File: config.mk
export PLATFORM = sky130hd
export DESIGN_NAME = qrs_front
export DESIGN_NICKNAME = d
export VERILOG_FILES = /design/src/rtl/quadratic_root_solver_core_macros.svh /design/src/rtl/qrs_pkg.sv /design/src/rtl/qrs_front.sv
export SDC_FILE = /design/constraint.sdc
export NUM_CORES = 1
export LEC_CHECK = 0
export BUFFER_PORTS_ARGS = -buffer_cell sky130_fd_sc_hd__buf_2
export CORE_ASPECT_RATIO = 0.6
export CORE_MARGIN = 4
export CORE_UTILIZATION = 49
export CTS_CLUSTER_DIAMETER = 100
export CTS_CLUSTER_SIZE = 30
export DETAILED_ROUTE_END_ITERATION = 10
export PLACE_DENSITY = 0.81
export SLEW_MARGIN = 5
export SYNTH_ARGS = -nofsm -noshare
export SYNTH_HDL_FRONTEND = slang
export SYNTH_SLANG_ARGS = --single-unit
File: constraint.sdc
create_clock -name i_clk -period 5.3 [get_ports i_clk]
set_clock_uncertainty 0.2 [all_clocks]
set_input_delay 1.06 -clock i_clk [delete_from_list [all_inputs] [get_ports i_clk]]
set_output_delay 1.06 -clock i_clk [all_outputs]
set_load 0.01 [all_outputs]
File: src/rtl/quadratic_root_solver_core_macros.svh
// ----------------------------------------------------------------------------
// Assertion macros for the quadratic root solver core
// Checks compile away when SYNTHESIS is defined.
// ----------------------------------------------------------------------------
`ifndef QUADRATIC_ROOT_SOLVER_CORE_MACROS_SVH
`define QUADRATIC_ROOT_SOLVER_CORE_MACROS_SVH
`ifndef SYNTHESIS
`define QRSC_ASSERT_IMP(lbl, clk, rst_n, ante, cons) \
    lbl: assert property (@(posedge clk) disable iff (!rst_n) (ante) |-> (cons)) \
        else $error("same-cycle check failed");
`define QRSC_ASSERT_NXT(lbl, clk, rst_n, ante, cons) \
    lbl: assert property (@(posedge clk) disable iff (!rst_n) (ante) |=> (cons)) \
        else $error("next-cycle check failed");
`else
`define QRSC_ASSERT_IMP(lbl, clk, rst_n, ante, cons)
`define QRSC_ASSERT_NXT(lbl, clk, rst_n, ante, cons)
`endif
`endif

File: src/rtl/qrs_pkg.sv
// ----------------------------------------------------------------------------
// qrs_pkg
// Shared constants, class codes and types of the quadratic root solver.
// ----------------------------------------------------------------------------
package qrs_pkg;

    localparam int COEF_WIDTH_DEF = 32;
    localparam int FRAC_BITS_DEF  = 16;
    localparam int QUEUE_DEPTH    = 4;
    localparam int CLS_W          = 3;

    localparam logic [CLS_W-1:0] CLS_TWO    = 3'd0;
    localparam logic [CLS_W-1:0] CLS_DOUBLE = 3'd1;
    localparam logic [CLS_W-1:0] CLS_NONE   = 3'd2;
    localparam logic [CLS_W-1:0] CLS_LINEAR = 3'd3;
    localparam logic [CLS_W-1:0] CLS_NOEQ   = 3'd4;
    localparam logic [CLS_W-1:0] CLS_IDENT  = 3'd5;

    typedef struct packed {
        logic [CLS_W-1:0] pre_cls;
        logic             a_neg;
        logic             b_neg;
        logic             c_neg;
    } t_coef_flags;

endpackage

File: src/rtl/qrs_front.sv
// ----------------------------------------------------------------------------
// qrs_front
// Input register: coefficient magnitudes, signs and preliminary class.
// ----------------------------------------------------------------------------
module qrs_front #(
    parameter int COEF_WIDTH = qrs_pkg::COEF_WIDTH_DEF
) (
    input  logic                          i_clk,
    input  logic                          i_rst_n,
    input  logic                          i_valid,
    output logic                          o_ready,
    input  logic signed [COEF_WIDTH-1:0]  i_coef_a,
    input  logic signed [COEF_WIDTH-1:0]  i_coef_b,
    input  logic signed [COEF_WIDTH-1:0]  i_coef_c,
    output logic                          o_valid,
    input  logic                          i_ready,
    output logic        [COEF_WIDTH-1:0]  o_am,
    output logic        [COEF_WIDTH-1:0]  o_bm,
    output logic        [COEF_WIDTH-1:0]  o_cm,
    output qrs_pkg::t_coef_flags          o_flags
);

    localparam int W = COEF_WIDTH;

    logic                 r_valid;
    logic [W-1:0]         r_am, r_bm, r_cm;
    qrs_pkg::t_coef_flags r_flags;

    logic [W-1:0]         ua, ub, uc;
    logic [W-1:0]         n_am, n_bm, n_cm;
    qrs_pkg::t_coef_flags n_flags;

    assign ua = i_coef_a;
    assign ub = i_coef_b;
    assign uc = i_coef_c;

    always_comb begin
        n_am = ua[W-1] ? (~ua + W'(1)) : ua;
        n_bm = ub[W-1] ? (~ub + W'(1)) : ub;
        n_cm = uc[W-1] ? (~uc + W'(1)) : uc;
        n_flags.a_neg = ua[W-1];
        n_flags.b_neg = ub[W-1];
        n_flags.c_neg = uc[W-1];
        if (ua == '0 && ub == '0) begin
            n_flags.pre_cls = (uc == '0) ? qrs_pkg::CLS_IDENT : qrs_pkg::CLS_NOEQ;
        end else if (ua == '0) begin
            n_flags.pre_cls = qrs_pkg::CLS_LINEAR;
        end else begin
            n_flags.pre_cls = qrs_pkg::CLS_TWO;
        end
    end

    assign o_ready = !r_valid || i_ready;

    always_ff @(posedge i_clk) begin
        if (!i_rst_n) begin
            r_valid <= 1'b0;
        end else if (o_ready) begin
            r_valid <= i_valid;
        end
    end

    always_ff @(posedge i_clk) begin
        if (i_valid && o_ready) begin
            r_am    <= n_am;
            r_bm    <= n_bm;
            r_cm    <= n_cm;
            r_flags <= n_flags;
        end
    end

    assign o_valid = r_valid;
    assign o_am    = r_am;
    assign o_bm    = r_bm;
    assign o_cm    = r_cm;
    assign o_flags = r_flags;

endmodule

== Yosys cells after proc, flatten, opt, wreduce, memory -nomap -nowiden ==
Cells that the tools add are included.
W data, S select, Z words.

* Bits in registers: 103
* Memories: 0
* Bits in latches: 0
* ROM bits: 0
* Input port bits: 100
* Word-level logic and storage cells: 30
* Memory bits (writable): 0

* Reductions and logical operators: 7
* Add/subtract/negate cells: 3
* $lt $le $gt $ge: 0
* Shift-type cells: 0
* Eq/ne operators: 0
* Multipliers: 0
* Divide/modulo/power cells: 0
* Bitwise logic cells: 3
* Muxes and demuxes: 6

{| class="wikitable"
|+ Operator list
! operator !! count
|-
| $add A32 B1 Y32 const B || 3
|-
| $logic_not A32 Y1 || 3
|-
| $not A32 Y32 || 3
|-
| $mux W31 || 3
|-
| $mux W3 || 1
|-
| $logic_and A1 B1 Y1 || 2
|-
| $mux W2 || 1
|-
| $logic_not A1 Y1 || 1
|-
| $logic_or A1 B1 Y1 || 1
|-
| $mux W1 || 1
|}

== Logic depth before layout (Yosys ltp) ==
* Word-level depth: 3
* Depth in mapped cells: 7
* Depth with buffers taken out: 7

== Least setup slack after synthesis ==
OpenSTA, ideal clock, no wires.

* Kind: in2reg
* Start: input port i_ready
* End: register r_am[0] (netlist: o_am[0]), enable pin
* Cell stages on the path: 2
* Path buffers: 0
* Slack: 0.998 ns
* Data required time: 4.627 ns
* Data arrival time: 3.629 ns
* Cell sequence: nand2b_1 > and2_1

* Longest elaborated chain between the ends: 2

{| class="wikitable"
|+ Ends and longest elaborated chain
! what !! RTL line !! RTL
|-
| start, declared || qrs_front.sv:16 || <nowiki>input logic i_ready,</nowiki>
|-
| $logic_or A1 B1 Y1 || qrs_front.sv:53 || <nowiki>assign o_ready = !r_valid || i_ready;</nowiki>
|-
| $logic_and A1 B1 Y1 || qrs_front.sv:64 || <nowiki>if (i_valid && o_ready) begin</nowiki>
|-
| end signal, assigned || qrs_front.sv:65 || <nowiki>r_am <= n_am;</nowiki>
|-
| end, declared || qrs_front.sv:26 || <nowiki>logic [W-1:0] r_am, r_bm, r_cm;</nowiki>
|}

Every way passes these cells.
A chain may end at the register's enable or synchronous reset.

== Worst setup path in the final report ==
* Start: input port i_coef_b[11]
* End: register r_bm[30] (netlist: o_bm[30]) (data pin)

* Longest elaborated chain between the ends: 3

{| class="wikitable"
|+ Ends and longest elaborated chain
! what !! RTL line !! RTL
|-
| start, declared || qrs_front.sv:13 || <nowiki>input logic signed [COEF_WIDTH-1:0] i_coef_b,</nowiki>
|-
| $not A32 Y32 || qrs_front.sv:39 || <nowiki>n_bm = ub[W-1] ? (~ub + W'(1)) : ub;</nowiki>
|-
| $add A32 B1 Y32 || qrs_front.sv:39 ||
|-
| $mux W31 || qrs_front.sv:39 ||
|-
| named net n_bm[30] || qrs_front.sv:30 || <nowiki>logic [W-1:0] n_am, n_bm, n_cm;</nowiki>
|-
| end signal, assigned || qrs_front.sv:66 || <nowiki>r_bm <= n_bm;</nowiki>
|-
| end, declared || qrs_front.sv:26 ||
|}

The timed path passes the listed nets, and every way through them passes these cells.

==> reports/metrics.yaml <==
run_status:
  status: "completed"
clock_network:
  cts_max_level: 3
  cts_buffer_depth: 2
  root_buffer: "clkbuf_16"
  clk_latency_ns: 0.34
  cts.reportedPaths.clkPinSlew_ns: 0.07
  postCtsSetupRepairBufs: 0
  clock-sinks: 103
  cts-resized-gates: 0
  cts_tree: "built"
  numCtsBuffers: 9
  postCtsHoldBufs: 0
logic_synthesis:
  ys_warn_count: 0
  synthSimpleGateAreaFrac_pct: 13.4
  synthTopCellsByCount: "edfxtp_1, xnor2_1, nand2_1, o21ai_0, o31ai_1"
  ys.flop_type: "edfxtp_1"
  synth_edf_count: 102
  ys_seq_elements: 103
  synth_xor_area_share_pct: 14.9
  synth_cells: 391
  synth_area_per_cell_sq_um: 13.1
  synth_top_family_by_area: "XOR/XNOR gates"
  synthAdderAreaFrac_pct: 0.734
  synth_top_area_share_pct: 59.9
  synthArstFlopShare_pct: 0
  synth_cell_types: 33
  synth_compound_area_share_pct: 9.42
  synth_area_sq_mm: 0.00511
  syn_nets: 494
  synth.area.mux_share_pct: 0
  yosys.area.top_type: "edfxtp_1"
  synth.yosys.seq_area_share_pct: 60.3
  synth_most_common_cell: "edfxtp_1"
  synth_area_leaders: "edfxtp_1, xnor2_1, o31ai_1"
detailed_routing:
  vias: 3987
  routed.top_layer: "met4"
  wl_met1_um: 5520
  wl_met3_um: 1510
  wl_um: 13000
  drtIter0Drc: 309
  post_drt_via_cell_ratio: 5.41
  routedWlPerCell_um: 17.7
  post-route-drc-count: 0
  ant_nets: 0
  drtPass1Iterations: 5
  dr_wl_met2_um: 5780
power:
  vdd_drop_max_v: 0.000178
  total_power_w: 0.00192
  leakage_nw: 2.48
  p_per_area_mw_per_mm2: 293
worst_setup_path:
  required_ns: 5.18
  cp_max_fo: 5
  crit_path_start_kind: "primary input"
  r2r_end: "o_am[11]"
  path_class: "primary input to flop"
  r2r_setup_slack_ns: 3.12
  rr_worst_depth: 3
  r2r_start: "o_valid"
  arrival_ns: 3.06
  endpoint_kind: "flop"
global_route:
  antenna_found_initial: 0
  grt_max_degree: 85
  grt_overflow: 0
  first_global_vias: 3844
  grt_pass1_wl_um: 20000
  track_usage_pct: 21.1
sta:
  fin_crit_ns: 3.17
  holdWs_ns: 0.340
  slew_headroom_pct: 26.4
  tns_ns: 0
  post-route-period-util_pct: 59.9
  setup_viol: 0
  fmax_mhz: 315
  worst_pin_slew_ns: 1.10
  hold_viol: 0
  rsz0062_at_grt: "false"
  report.final.slew_viol_count: 0
place:
  port_buffers: 203
  dp_hpwl_um: 10200
  gp_congestion: 0.893
hold_path:
  worstHoldPathCells: 2
  worst_hold_startpoint: "o_valid"
  hold_end: "o_valid"
  hp-class: "flop to flop"
layout:
  area.growth.synth_to_final_pct: 28.2
  n_fill_cell: 791
  drive_gt1_share_pct: 38.5
  multi_input_area_sq_mm: 0.00197
  antennaDiodeCount: 0
  nNetsFinal: 700
  seq_area_sq_mm: 0.00308
floorplanning:
  start_util_pct: 51.0
  die_w_um: 140
  core_area_sq_mm: 0.0100
  fp.dieH_um: 87.1
  io_pins: 204
  die-area_sq_mm: 0.0122
  placementRows: 28
flow_run:
  cap_violations: 0
state kept, by name, summed over array words and instances (netlist names):
signal and flops:
o_am 32, o_bm 32, o_valid 1, o_cm 32
o_flags 6
metrics by stage:
stage | setup slack [ns] | utilization (%) | instances | cell area, sq um
final | 2.13 | 65.4 | 737 | 6550
after global routing | 2.00 | 65.4 | 737 | 6550
after CTS | 2.14 | 65.4 | 737 | 6550
after detailed placement | 1.79 | 62.6 | 721 | 6270
after global placement | 1.85 | 62.6 | 721 | 6270
after floorplan | 0.998 | - | 391 | 5110
cells by family after synthesis:
kind of cell,after synthesis
XOR/XNOR,87
adder cells (fa/ha/maj),3
AND/OR/NAND/NOR,108
buffers and inverters,17
flip-flops,103
AO/OA/AOI/OAI,73
layout by cell type, fill, tap and decap left out, types with 2 or more instances in the layout:
cell and count:
nor4_1 2, clkbuf_16 9, o21ai_0 29, buf_2 203, o31ai_1 29, or3_1 11, edfxtp_1 102, o41ai_1 11
nand2b_1 6, ha_1 3, nor2_1 11, nor4_2 3, nor3_1 7, or4_1 18, inv_1 8, xnor2_1 87
nand3_1 5, nand2_1 31, or4_4 2, o21ai_1 2, or3_4 2, inv_6 2, clkinv_4 3
critical path, stage by stage:
cell and delay (ns):
buf_2 0.13, or4_1 0.61, nor4_2 0.44, nand3_1 0.30, o41ai_1 0.42, xnor2_1 0.10
power by group:
part           leakage (nW)  switching (W)  internal (W)
sequential            0.997      0.0000163      0.000979
combinational          1.34       0.000174      0.000127
clock                 0.136       0.000301      0.000324
total                  2.48       0.000491       0.00143
final cells by class:
cell class / count / share of cell area, %
sequential: 103 / 47.0
multi-input combinational: 271 / 30.0
timing repair buffer: 204 / 15.6
clock buffer: 9 / 3.44
tap: 135 / 2.58
clock inverter: 7 / 0.859
inverter: 8 / 0.458
how the worst max path moves through the flow:
| stage | start | end | slack, ns | cells after the start |
|---|---|---|---|---|
| global route | i_coef_a[1] | o_flags[3] | 2.00 | 8 |
| global placement | i_coef_a[0] | o_flags[3] | 1.85 | 8 |
| CTS | i_coef_c[11] | o_cm[29] | 2.14 | 6 |
| detailed placement | i_coef_a[1] | o_flags[3] | 1.79 | 8 |
| finish | i_coef_b[11] | o_bm[30] | 2.13 | 6 |
| floorplan | i_ready | o_am[0] | 1.0 | 2 |
per-layer routing:
| layer | vias up | track usage (%) |
|---|---|---|
| met5 | - | 0 |
| met4 | 0 | 5.19 |
| met3 | 22 | 8.01 |
| met2 | 217 | 32.9 |
| met1 | 1842 | 28.3 |
| li1 | 1906 | - |
Note: power is estimated with default switching activity, not from simulation.
