<file path="src/rtl/quadratic_root_solver_core_macros.svh">
// ----------------------------------------------------------------------------
// Assertion macros for the quadratic root solver core
// Checks compile away when SYNTHESIS is defined.
// ----------------------------------------------------------------------------
`ifndef QUADRATIC_ROOT_SOLVER_CORE_MACROS_SVH
`define QUADRATIC_ROOT_SOLVER_CORE_MACROS_SVH
`ifndef SYNTHESIS
`define QRSC_ASSERT_IMP(lbl, clk, rst_n, ante, cons) \
    lbl: assert property (@(posedge clk) disable iff (!rst_n) (ante) |-> (cons)) \
        else $error("same-cycle check failed");
`define QRSC_ASSERT_NXT(lbl, clk, rst_n, ante, cons) \
    lbl: assert property (@(posedge clk) disable iff (!rst_n) (ante) |=> (cons)) \
        else $error("next-cycle check failed");
`else
`define QRSC_ASSERT_IMP(lbl, clk, rst_n, ante, cons)
`define QRSC_ASSERT_NXT(lbl, clk, rst_n, ante, cons)
`endif
`endif

</file>
<file path="src/rtl/qrs_pkg.sv">
// ----------------------------------------------------------------------------
// qrs_pkg
// Shared constants, class codes and types of the quadratic root solver.
// ----------------------------------------------------------------------------
package qrs_pkg;

    localparam int COEF_WIDTH_DEF = 32;
    localparam int FRAC_BITS_DEF  = 16;
    localparam int QUEUE_DEPTH    = 4;
    localparam int CLS_W          = 3;

    localparam logic [CLS_W-1:0] CLS_TWO    = 3'd0;
    localparam logic [CLS_W-1:0] CLS_DOUBLE = 3'd1;
    localparam logic [CLS_W-1:0] CLS_NONE   = 3'd2;
    localparam logic [CLS_W-1:0] CLS_LINEAR = 3'd3;
    localparam logic [CLS_W-1:0] CLS_NOEQ   = 3'd4;
    localparam logic [CLS_W-1:0] CLS_IDENT  = 3'd5;

    typedef struct packed {
        logic [CLS_W-1:0] pre_cls;
        logic             a_neg;
        logic             b_neg;
        logic             c_neg;
    } t_coef_flags;

endpackage

</file>
<file path="src/rtl/qrs_queue.sv">
// ----------------------------------------------------------------------------
// qrs_queue
// Small FIFO between the front register and the arithmetic pipeline.
// ----------------------------------------------------------------------------
module qrs_queue #(
    parameter int DATA_W = 8
) (
    input  logic              i_clk,
    input  logic              i_rst_n,
    input  logic              i_valid,
    output logic              o_ready,
    input  logic [DATA_W-1:0] i_data,
    output logic              o_valid,
    input  logic              i_ready,
    output logic [DATA_W-1:0] o_data
);

    localparam int DEPTH = qrs_pkg::QUEUE_DEPTH;
    localparam int PW    = $clog2(DEPTH);
    localparam int CW    = $clog2(DEPTH + 1);

    logic [DATA_W-1:0] r_mem [0:DEPTH-1];
    logic [PW-1:0]     r_wr_ptr, r_rd_ptr;
    logic [CW-1:0]     r_count;
    logic              push, pop;

    assign o_ready = (r_count != CW'(DEPTH));
    assign o_valid = (r_count != '0);
    assign push    = i_valid && o_ready;
    assign pop     = o_valid && i_ready;
    assign o_data  = r_mem[r_rd_ptr];

    always_ff @(posedge i_clk) begin
        if (!i_rst_n) begin
            r_wr_ptr <= '0;
            r_rd_ptr <= '0;
            r_count  <= '0;
        end else begin
            if (push) begin
                r_wr_ptr <= (r_wr_ptr == PW'(DEPTH - 1)) ? '0 : r_wr_ptr + PW'(1);
            end
            if (pop) begin
                r_rd_ptr <= (r_rd_ptr == PW'(DEPTH - 1)) ? '0 : r_rd_ptr + PW'(1);
            end
            if (push && !pop) begin
                r_count <= r_count + CW'(1);
            end else if (pop && !push) begin
                r_count <= r_count - CW'(1);
            end
        end
    end

    always_ff @(posedge i_clk) begin
        if (push) begin
            r_mem[r_wr_ptr] <= i_data;
        end
    end

endmodule

</file>
<file path="config.mk">
export PLATFORM = sky130hd
export DESIGN_NAME = qrs_queue
export DESIGN_NICKNAME = d
export VERILOG_FILES = /design/src/rtl/quadratic_root_solver_core_macros.svh /design/src/rtl/qrs_pkg.sv /design/src/rtl/qrs_queue.sv
export SDC_FILE = /design/constraint.sdc
export NUM_CORES = 1
export LEC_CHECK = 0
export ABC_AREA = 1
export ABC_CLOCK_PERIOD_IN_PS = 2150
export BUFFER_PORTS_ARGS = -buffer_cell sky130_fd_sc_hd__buf_4
export CORE_MARGIN = 4
export CORE_UTILIZATION = 50
export CTS_CLUSTER_SIZE = 20
export DETAILED_ROUTE_END_ITERATION = 12
export GPL_ROUTABILITY_DRIVEN = 0
export GPL_TIMING_DRIVEN = 0
export PLACE_DENSITY_LB_ADDON = 0.3
export SYNTH_ARGS = -nofsm -noshare
export SYNTH_HDL_FRONTEND = slang
export SYNTH_SLANG_ARGS = --single-unit
</file>
<file path="constraint.sdc">
create_clock -name i_clk -period 2.15 [get_ports i_clk]
set_clock_uncertainty 0.05 [all_clocks]
set_input_delay 0.3225 -clock i_clk [delete_from_list [all_inputs] [get_ports i_clk]]
set_output_delay 0.3225 -clock i_clk [all_outputs]
set_load 0.01 [all_outputs]
</file>
# Yosys cells after proc, flatten, opt, wreduce, memory -nomap -nowiden
# Memories as Yosys holds them, arrays and structs flattened. A register that Yosys moved wholly into a read port is not among the register bits.
# Index checks and enable logic that the tools add are counted.
[word_totals]
regBits = 7
latchBits = 0
ramBits = 32
rom_bits = 0
in_bits = 12
output_inout_bits = 10
wordCells = 27
mem_count = 1
[classes]
add_sub_neg = 4
multipliers = 0
n_div = 0
n_lt_le_gt_ge = 0
eq_ne = 3
shifts = 0
n_mux = 8
n_bitwise = 0
reduce_logical = 8
[mem_list]
columns = ["name", "depth", "word_bits", "rd", "rd_ports_with_merged_regs", "wr", "line_no", "text"]
rows = [
  ["r_mem", 4, 8, 1, 1, 1, "qrs_queue.sv:22", "logic [DATA_W-1:0] r_mem [0:DEPTH-1];"],
]
[op_table]
columns = ["cell", "count"]
rows = [
  ["2-bit 2-to-1 mux", 4],
  ["3-bit 2-to-1 mux", 2],
  ["2-bit by 1-bit adder with 2-bit output (second input constant)", 2],
  ["2-bit == test (second input constant)", 2],
  ["1-bit logical AND", 4],
  ["3-bit by 1-bit adder with 3-bit output (second input constant)", 1],
  ["3-bit inequality test (second input constant)", 1],
  ["3-bit nonzero test", 1],
  ["3-bit by 1-bit subtractor with 3-bit output (second input constant)", 1],
  ["1-bit zero test", 2],
  ["1-bit 2-to-1 mux", 2],
  ["2-bit nonzero test", 1],
]

# Longest topological paths before layout
# Gate-level depths: netlist of run 1.
[logic_depth]
depth_word = 6
depth_mapped = 13
ltp_nobuf = 13

# Least setup slack after synthesis of run 1
# OpenSTA, ideal clock, no wires.
[synth_path]
path_kind = "register to register"
start = "register r_count[1]"
end = "register r_count[1]"
setup_ns = 0.116
t_arrival_ns = 1.579
required_ns = 1.984
slack_ns = 0.406
path_stages_with_launch = 10
n_path_buf = 0
synth_period_minus_slack_ns = 1.744
cell_sequence = "dfxtp_1 > nor2_2 > nand2_2 > nand2_2 > inv_1 > ha_1 > inv_1 > fa_1 > o21ai_0 > nor2_1"
[synth_via]
elab_chain_len = 5
elab_cells_between_ends = 13
classes_between = "add/sub: 2; eq/ne: 1; mux: 2; reduce/logical: 8"
[synth_rtl]
columns = ["element", "line_no", "text"]
rows = [
  ["from (decl)", "qrs_queue.sv:24", "logic [CW-1:0] r_count;"],
  ["from (signal assigned)", "qrs_queue.sv:46", "r_count <= r_count + CW'(1);"],
  ["from (signal assigned)", "qrs_queue.sv:48", "r_count <= r_count - CW'(1);"],
  ["3-bit inequality test *", "qrs_queue.sv:27", "assign o_ready = (r_count != CW'(DEPTH));"],
  ["via o_ready", "qrs_queue.sv:11", "output logic o_ready,"],
  ["1-bit logical AND *", "qrs_queue.sv:29", "assign push = i_valid && o_ready;"],
  ["via push", "qrs_queue.sv:25", "logic push, pop;"],
  ["1-bit zero test", "qrs_queue.sv:47", "end else if (pop && !push) begin"],
  ["1-bit logical AND", "qrs_queue.sv:47", ""],
  ["2-bit nonzero test (no line)", "n/a", ""],
]
# The timed path passes the listed nets; every way through them passes the cells marked *. The select of a mux whose other input is x is not followed.
# A chain may end at the register's enable or synchronous reset.

==> insert_results.sql, run 1 <==
INSERT INTO impl_metrics (metric_group, metric, value, unit) VALUES
('run_status', 'run_status', 'finished clean', ''),
('critical_path', 'ws_path_type', 'flip-flop to output port', ''),
('timing', 'post-route-min-period', '1.91', 'ns'),
('finish', 'layout.nets', '193', ''),
('clocking', 'cts.reportedPaths.clkPinSlew', '0.13', 'ns'),
('timing', 'worst_slew_pin_slew', '0.819', 'ns'),
('detailed_routing', 'drt_iter0_drc', '74', ''),
('critical_path', 'timing.critical_path.required', '1.78', 'ns'),
('global_routing', 'number_of_global_route_vias_before_repair', '1114', ''),
('global_routing', 'grt_first_pass_wirelength', '5130', 'µm'),
('critical_path', 'max_stage_delay', '0.55', 'ns'),
('detailed_routing', 'remaining_drc_errors', '0', ''),
('min_path', 'holdPathStages', '1', ''),
('logic_synthesis', 'yosys_warnings', '0', ''),
('critical_path', 'worstPathMaxFanout', '9', ''),
('timing', 'max-slew-margin-rel', '45.2', '%'),
('floorplanning', 'core-area', '0.00315', 'mm²'),
('min_path', 'hold_end', 'r_mem[0][7]$_DFFE_PP_', ''),
('detailed_routing', 'detail_route.vias_per_cell', '5.18', ''),
('finish', 'design_area', '0.00196', 'mm²'),
('clocking', 'number_of_hold_repair_buffers_added_at_the_cts_stage', '0', ''),
('pwr', 'maximum_ir_drop_on_the_vdd_rail', '0.563', 'mV'),
('logic_synthesis', 'synth.distinct_cells', '19', ''),
('floorplanning', 'ios', '22', ''),
('clocking', 'cts_max_level', '2', ''),
('logic_synthesis', 'synthDominantAreaCellType', 'edfxtp_1', ''),
('critical_path', 'reg2reg_setup_slack', '0.25', 'ns'),
('logic_synthesis', 'synthTopCellsByArea', 'edfxtp_1, dfxtp_1, nor2_1', ''),
('timing', 'hold_violations', '0', ''),
('clocking', 'cts_setup_buffers', '0', ''),
('clocking', 'cts_buffers', '5', ''),
('floorplanning', 'chipWidth', '66.1', 'µm'),
('critical_path', 'critical_path_s_top_delay_family', 'flip-flops', ''),
('clocking', 'clockBufferDepth', '2', ''),
('timing', 'rsz0062_at_grt', 'no', ''),
('detailed_routing', 'num_vias', '1135', ''),
('critical_path', 'r2r.worst_path.cells', '12', ''),
('floorplanning', 'starting_density_of_the_core', '53.6', '%'),
('logic_synthesis', 'mappedNetlistArea', '0.00169', 'mm²'),
('logic_synthesis', 'ys_dominant_reg_cell', 'edfxtp_1', ''),
('critical_path', 'critical_path.n_buffers_inverters', '2', ''),
('clocking', 'clockRootBuffer', 'clkbuf_4', ''),
('logic_synthesis', 'share_of_synthesized_area_occupied_by_flip_flops_and_latches', '67.5', '%'),
('finish', 'ratio_of_cells_with_drive_above_1_in_the_final_layout', '21.7', '%'),
('detailed_routing', 'total_routed_length', '3090', 'µm'),
('clocking', 'tritoncts', 'yes', ''),
('finish', 'antenna_cells_inserted', '0', ''),
('timing', 'slew_violations', '0', ''),
('clocking', 'clock_latency', '0.34', 'ns'),
('logic_synthesis', 'synthCells', '146', ''),
('job', 'max-cap-violations', '0', ''),
('logic_synthesis', 'synth_common_cells', 'edfxtp_1, nor2_1, inv_1', ''),
('min_path', 'beginning_of_the_worst_hold_path', 'i_data[7]', ''),
('clocking', 'post_cts.resized_instances', '0', ''),
('critical_path', 'worstReg2RegStart', 'r_count[1]$_SDFFE_PN0P_', ''),
('logic_synthesis', 'synthDominantCellAreaShare', '56.8', '%'),
('logic_synthesis', 'syn-num-nets', '165', ''),
('placed_design', 'hpwl', '2150', 'µm'),
('pwr', 'powerDensity', '1160', 'mW/mm²'),
('min_path', 'hold_class', 'primary input to flip-flop', ''),
('pwr', 'design_power_total', '2280', 'µW'),
('floorplanning', 'floorplan.die_area', '0.00438', 'mm²'),
('logic_synthesis', 'syn_area_per_cell', '11.6', 'µm²'),
('detailed_routing', 'number_of_antenna_violating_nets_in_the_routed_design', '0', ''),
('placed_design', 'numPortBuffers', '21', ''),
('pwr', 'p_leak', '0.000777', 'µW'),
('critical_path', 'critical_path.endpoint_type', 'output port', ''),
('timing', 'setup_viol', '0', ''),
('critical_path', 'timing.rr.end', 'r_count[2]$_SDFFE_PN0P_', ''),
('finish', 'post_synthesis_to_final_layout_area_growth', '15.8', '%'),
('critical_path', 'slowest_cell_on_the_critical_path', 'dfxtp_1', '');
per-stage QoR:
step           utilization, %  hold slack [ns]  std cells  setup WS (ns)
6_report                 62.1            0.113        219          0.242
2_1_floorplan               -            0.371        146          0.406
3_3_place_gp             60.4            0.452        211          0.333
3_5_place_dp             60.4            0.476        211          0.274
5_1_grt                  62.1            0.101        219         0.0645
4_1_cts                  62.1            0.110        219          0.227
area by class of cell:
cell class,count,area (µm²)
well taps,44,55.1
clock inverters,3,17.5
plain buffers,2,22.5
multi-input cells,86,463
repair buffers,21,158
fillers,266,1190
clock buffers,5,37.5
inverters,17,63.8
flip-flops and latches,41,1140
cell families after synthesis:
logic type / synth area share [%]
compound gates: 9.55
fa+ha+maj: 5.63
buf+inv: 5.11
flops: 67.5
simple gates: 12.2
how the worst max path moves through the flow:
stage,startpoint,to,cells after the start
after floorplan,r_count[1]$_SDFFE_PN0P_,r_count[1]$_SDFFE_PN0P_,9
after global placement,r_count[1]$_SDFFE_PN0P_,r_count[1]$_SDFFE_PN0P_,9
after detailed placement,r_count[1]$_SDFFE_PN0P_,r_count[2]$_SDFFE_PN0P_,12
after CTS,flip-flop,o_data[2],4
after global routing,flip-flop,o_data[2],5
final,flip-flop,o_data[0],4
flip-flops by register name, indices dropped and copies added (netlist names), named ones only:
name and flops:
r_count 3, r_wr_ptr 2, r_mem 32, r_rd_ptr 2
layout by cell type (no fill, tap or decap):
| cell type | Yosys | routed |
|---|---|---|
| a21oi_1 | 2 | 2 |
| buf_4 | 0 | 21 |
| buf_6 | 2 | 2 |
| clkbuf_4 | 0 | 5 |
| clkinv_2 | 0 | 2 |
| clkinvlp_4 | 0 | 1 |
| dfxtp_1 | 9 | 9 |
| edfxtp_1 | 32 | 32 |
| fa_1 | 1 | 1 |
| ha_1 | 6 | 6 |
| inv_1 | 16 | 16 |
| inv_2 | 1 | 1 |
| nand2_1 | 13 | 13 |
| nand2_2 | 2 | 2 |
| nand3_1 | 1 | 1 |
| nand3b_1 | 1 | 1 |
| nand4_1 | 1 | 1 |
| nor2_1 | 32 | 32 |
| nor2_2 | 1 | 1 |
| o21ai_0 | 14 | 14 |
| o21ai_1 | 1 | 1 |
| o21ai_2 | 3 | 3 |
| o22ai_1 | 8 | 8 |
metal layers:
metal,wire length (µm),vias up,GRT usage (%)
li1,-,553,-
met1,1260,542,19.1
met2,1600,32,26.6
met3,164,8,5.10
met4,55,0,7.61
met5,0,-,0
worst reg2reg max path: stages (launching register included):
cell,delay (ns)
dfxtp_1,0.36
nor2_2,0.16
nand2_1,0.10
nand2_1,0.17
ha_1,0.20
inv_1,0.07
fa_1,0.38
inv_1,0.06
nand2_1,0.06
nand3_1,0.07
nand2_1,0.05
inv_1,0.05
nor2_1,0.03
where the power goes:
| part | internal (µW) | total [µW] | switching, µW |
|---|---|---|---|
| clock network | 123 | 367 | 243 |
| registers | 986 | 1080 | 93.2 |
| logic | 350 | 831 | 481 |
Power figures use the tool's default switching activity.
==> inputs of run 2 (changes only) <==
--- a/config.mk
+++ b/config.mk
@@ -15,6 +15,7 @@
 export GPL_ROUTABILITY_DRIVEN = 0
 export GPL_TIMING_DRIVEN = 0
 export PLACE_DENSITY_LB_ADDON = 0.3
+export REMOVE_ABC_BUFFERS = 1
 export SYNTH_ARGS = -nofsm -noshare
 export SYNTH_HDL_FRONTEND = slang
 export SYNTH_SLANG_ARGS = --single-unit
==> run 2 against run 1 <==
Against the previous run:
- fmax shrank 3.5%
- worst hold slack lost 0.0014 ns
- cell count shrank 0.91%
- wire length shrank 5.4%
- sequential share of layout area shrank 0.16 points
==> insert_results.sql, run 2 (synthesized netlist as in run 1, its figures left out) <==
INSERT INTO impl_metrics (metric_group, metric, value, unit) VALUES
('critical_path', 'r2r.worst_path.cells', '9', ''),
('clocking', 'cts_sinks', '41', ''),
('detailed_routing', 'wl_cell', '13.4', 'µm'),
('timing', 'min_period_over_period', '92.0', '%'),
('run_status', 'run_status', 'finished clean', ''),
('timing', 'slew_violations', '0', ''),
('clocking', 'tritoncts', 'yes', ''),
('pwr', 'maximum_ir_drop_on_the_vdd_rail', '0.535', 'mV'),
('critical_path', 'worst-endpoint-arrival', '1.61', 'ns'),
('floorplanning', 'die_h', '66.1', 'µm'),
('placed_design', 'numPortBuffers', '21', ''),
('detailed_routing', 'total_routed_length', '2920', 'µm'),
('global_routing', 'number_of_global_route_vias_before_repair', '1061', ''),
('timing', 'worst_slew_pin_slew', '0.822', 'ns'),
('floorplanning', 'row_cnt', '20', ''),
('critical_path', 'critical_path.endpoint_type', 'output port', ''),
('pwr', 'p_leak', '0.000776', 'µW'),
('timing', 'max-slew-margin-rel', '45.0', '%'),
('placed_design', 'hpwl', '1990', 'µm'),
('timing', 'post-route-min-period', '1.98', 'ns'),
('floorplanning', 'ios', '22', ''),
('timing', 'hold_violations', '0', ''),
('timing', 'rsz0062_at_grt', 'no', ''),
('timing', 'max_clock_freq', '0.506', 'GHz'),
('floorplanning', 'chipWidth', '66.1', 'µm'),
('critical_path', 'worstReg2RegStart', 'r_count[1]$_SDFFE_PN0P_', ''),
('detailed_routing', 'dr.pass1.iters', '4', ''),
('detailed_routing', 'drt_iter0_drc', '38', ''),
('critical_path', 'worstPathMaxFanout', '17', ''),
('finish', 'most-common-layout-cells', 'nor2_1, edfxtp_1, buf_4', ''),
('pwr', 'powerDensity', '1200', 'mW/mm²'),
('floorplanning', 'core-area', '0.00315', 'mm²'),
('finish', 'top_register', 'r_mem', ''),
('critical_path', 'reg2reg_setup_slack', '0.27', 'ns'),
('global_routing', 'grt_first_pass_wirelength', '5000', 'µm'),
('floorplanning', 'floorplan.die_area', '0.00438', 'mm²'),
('clocking', 'clockRootBuffer', 'clkbuf_4', ''),
('finish', 'post_synthesis_to_final_layout_area_growth', '16.3', '%'),
('clocking', 'cts_setup_buffers', '0', ''),
('finish', 'antenna_cells_inserted', '0', ''),
('finish', 'number_of_flip_flops_under_the_largest_register_name', '32', ''),
('detailed_routing', 'remaining_drc_errors', '0', ''),
('clocking', 'clockBufferDepth', '2', ''),
('finish', 'cell_count_final_fillers_out', '217', ''),
('critical_path', 'crit_path_start_kind', 'flip-flop', ''),
('finish', 'reg_top3', 'r_mem x32, r_count x3', ''),
('clocking', 'cts.reportedPaths.clkPinSlew', '0.13', 'ns'),
('detailed_routing', 'number_of_antenna_violating_nets_in_the_routed_design', '0', ''),
('global_routing', 'track_usage', '15.7', '%'),
('detailed_routing', 'num_vias', '1101', ''),
('finish', 'ratio_of_cells_with_drive_above_1_in_the_final_layout', '21.4', '%'),
('critical_path', 'crit_path_end', 'o_data[4]', ''),
('global_routing', 'overflow', '0', ''),
('floorplanning', 'starting_density_of_the_core', '53.6', '%'),
('timing', 'setup_viol', '0', ''),
('clocking', 'cts_buffers', '5', ''),
('global_routing', 'antenna_found_initial', '0', ''),
('clocking', 'clock_latency', '0.34', 'ns'),
('detailed_routing', 'detail_route.vias_per_cell', '5.07', ''),
('global_routing', 'grt_start_max_net_pins', '18', ''),
('critical_path', 'timing.critical_path.required', '1.78', 'ns'),
('critical_path', 'ws_path_type', 'flip-flop to output port', ''),
('min_path', 'hold_class', 'primary input to flip-flop', ''),
('job', 'max-cap-violations', '0', ''),
('finish', 'layout.nets', '191', ''),
('clocking', 'cts_max_level', '2', ''),
('placed_design', 'dp.cells', '209', ''),
('critical_path', 'timing.rr.end', 'r_count[1]$_SDFFE_PN0P_', ''),
('timing', 'fin_tns_setup', '0', 'ns');
-- run 2: how the worst min path moves through the flow --
| stage | from | end | depth (start not counted) |
|---|---|---|---|
| 3_3_place_gp | r_count[0]$_SDFFE_PN0P_ | r_count[0]$_SDFFE_PN0P_ | 2 |
| 5_1_grt | i_data[4] | r_mem[3][4]$_DFFE_PP_ | 1 |
| 2_1_floorplan | i_data[0] | r_mem[0][0]$_DFFE_PP_ | 0 |
| 3_5_place_dp | r_count[0]$_SDFFE_PN0P_ | r_count[0]$_SDFFE_PN0P_ | 2 |
| 4_1_cts | i_data[1] | r_mem[1][1]$_DFFE_PP_ | 1 |
| 6_report | i_data[1] | r_mem[1][1]$_DFFE_PP_ | 1 |
-- run 2: worst max-delay path, cell delays in order, from the launching register on --
cell and delay (ns):
dfxtp_2 0.54, inv_2 0.20, o21ai_0 0.23, o22ai_1 0.13
buf_4 0.16
-- run 2: layer usage --
metal / track usage (%) / part of all wire [%]
met4: 6.60 / 1.9
met3: 6.29 / 5.8
met1: 19.2 / 43
met5: 0 / 0
met2: 24.4 / 50
-- run 2: power by group --
| part | leakage [µW] | total (µW) | switching (µW) | internal (µW) |
|---|---|---|---|---|
| Combinational | 0.000366 | 774 | 445 | 329 |
| Clock | 0.0000414 | 503 | 256 | 246 |
| Sequential | 0.000368 | 1090 | 104 | 987 |
-- run 2: per-stage QoR --
step           util, %  power (µW)  instance area, µm²  hold WS, ns  setup slack, ns
3_3_place_gp      59.6        1840                1880        0.451            0.336
2_1_floorplan        -        1570                1670        0.371            0.406
5_1_grt           62.3        2550                1970       0.0950           0.0268
4_1_cts           62.3        2390                1970        0.108            0.184
6_report          62.3        2370                1970        0.112            0.172
3_5_place_dp      59.6        1890                1880        0.474            0.291
-- run 2: cell type report --
cell class | instances | area [µm²]
timing repair buffer | 21 | 158
sequential | 41 | 1140
clock buffer | 5 | 37.5
inverter | 17 | 63.8
fill | 258 | 1190
clock inverter | 3 | 46.3
multi-input combinational | 86 | 463
tap | 44 | 55.1
-- run 2: timing repair --
item / CTS / global route
resized for setup: 1 / 0
endpoints found under the setup margin: 4 / 0
hold buffers: 0 / 0
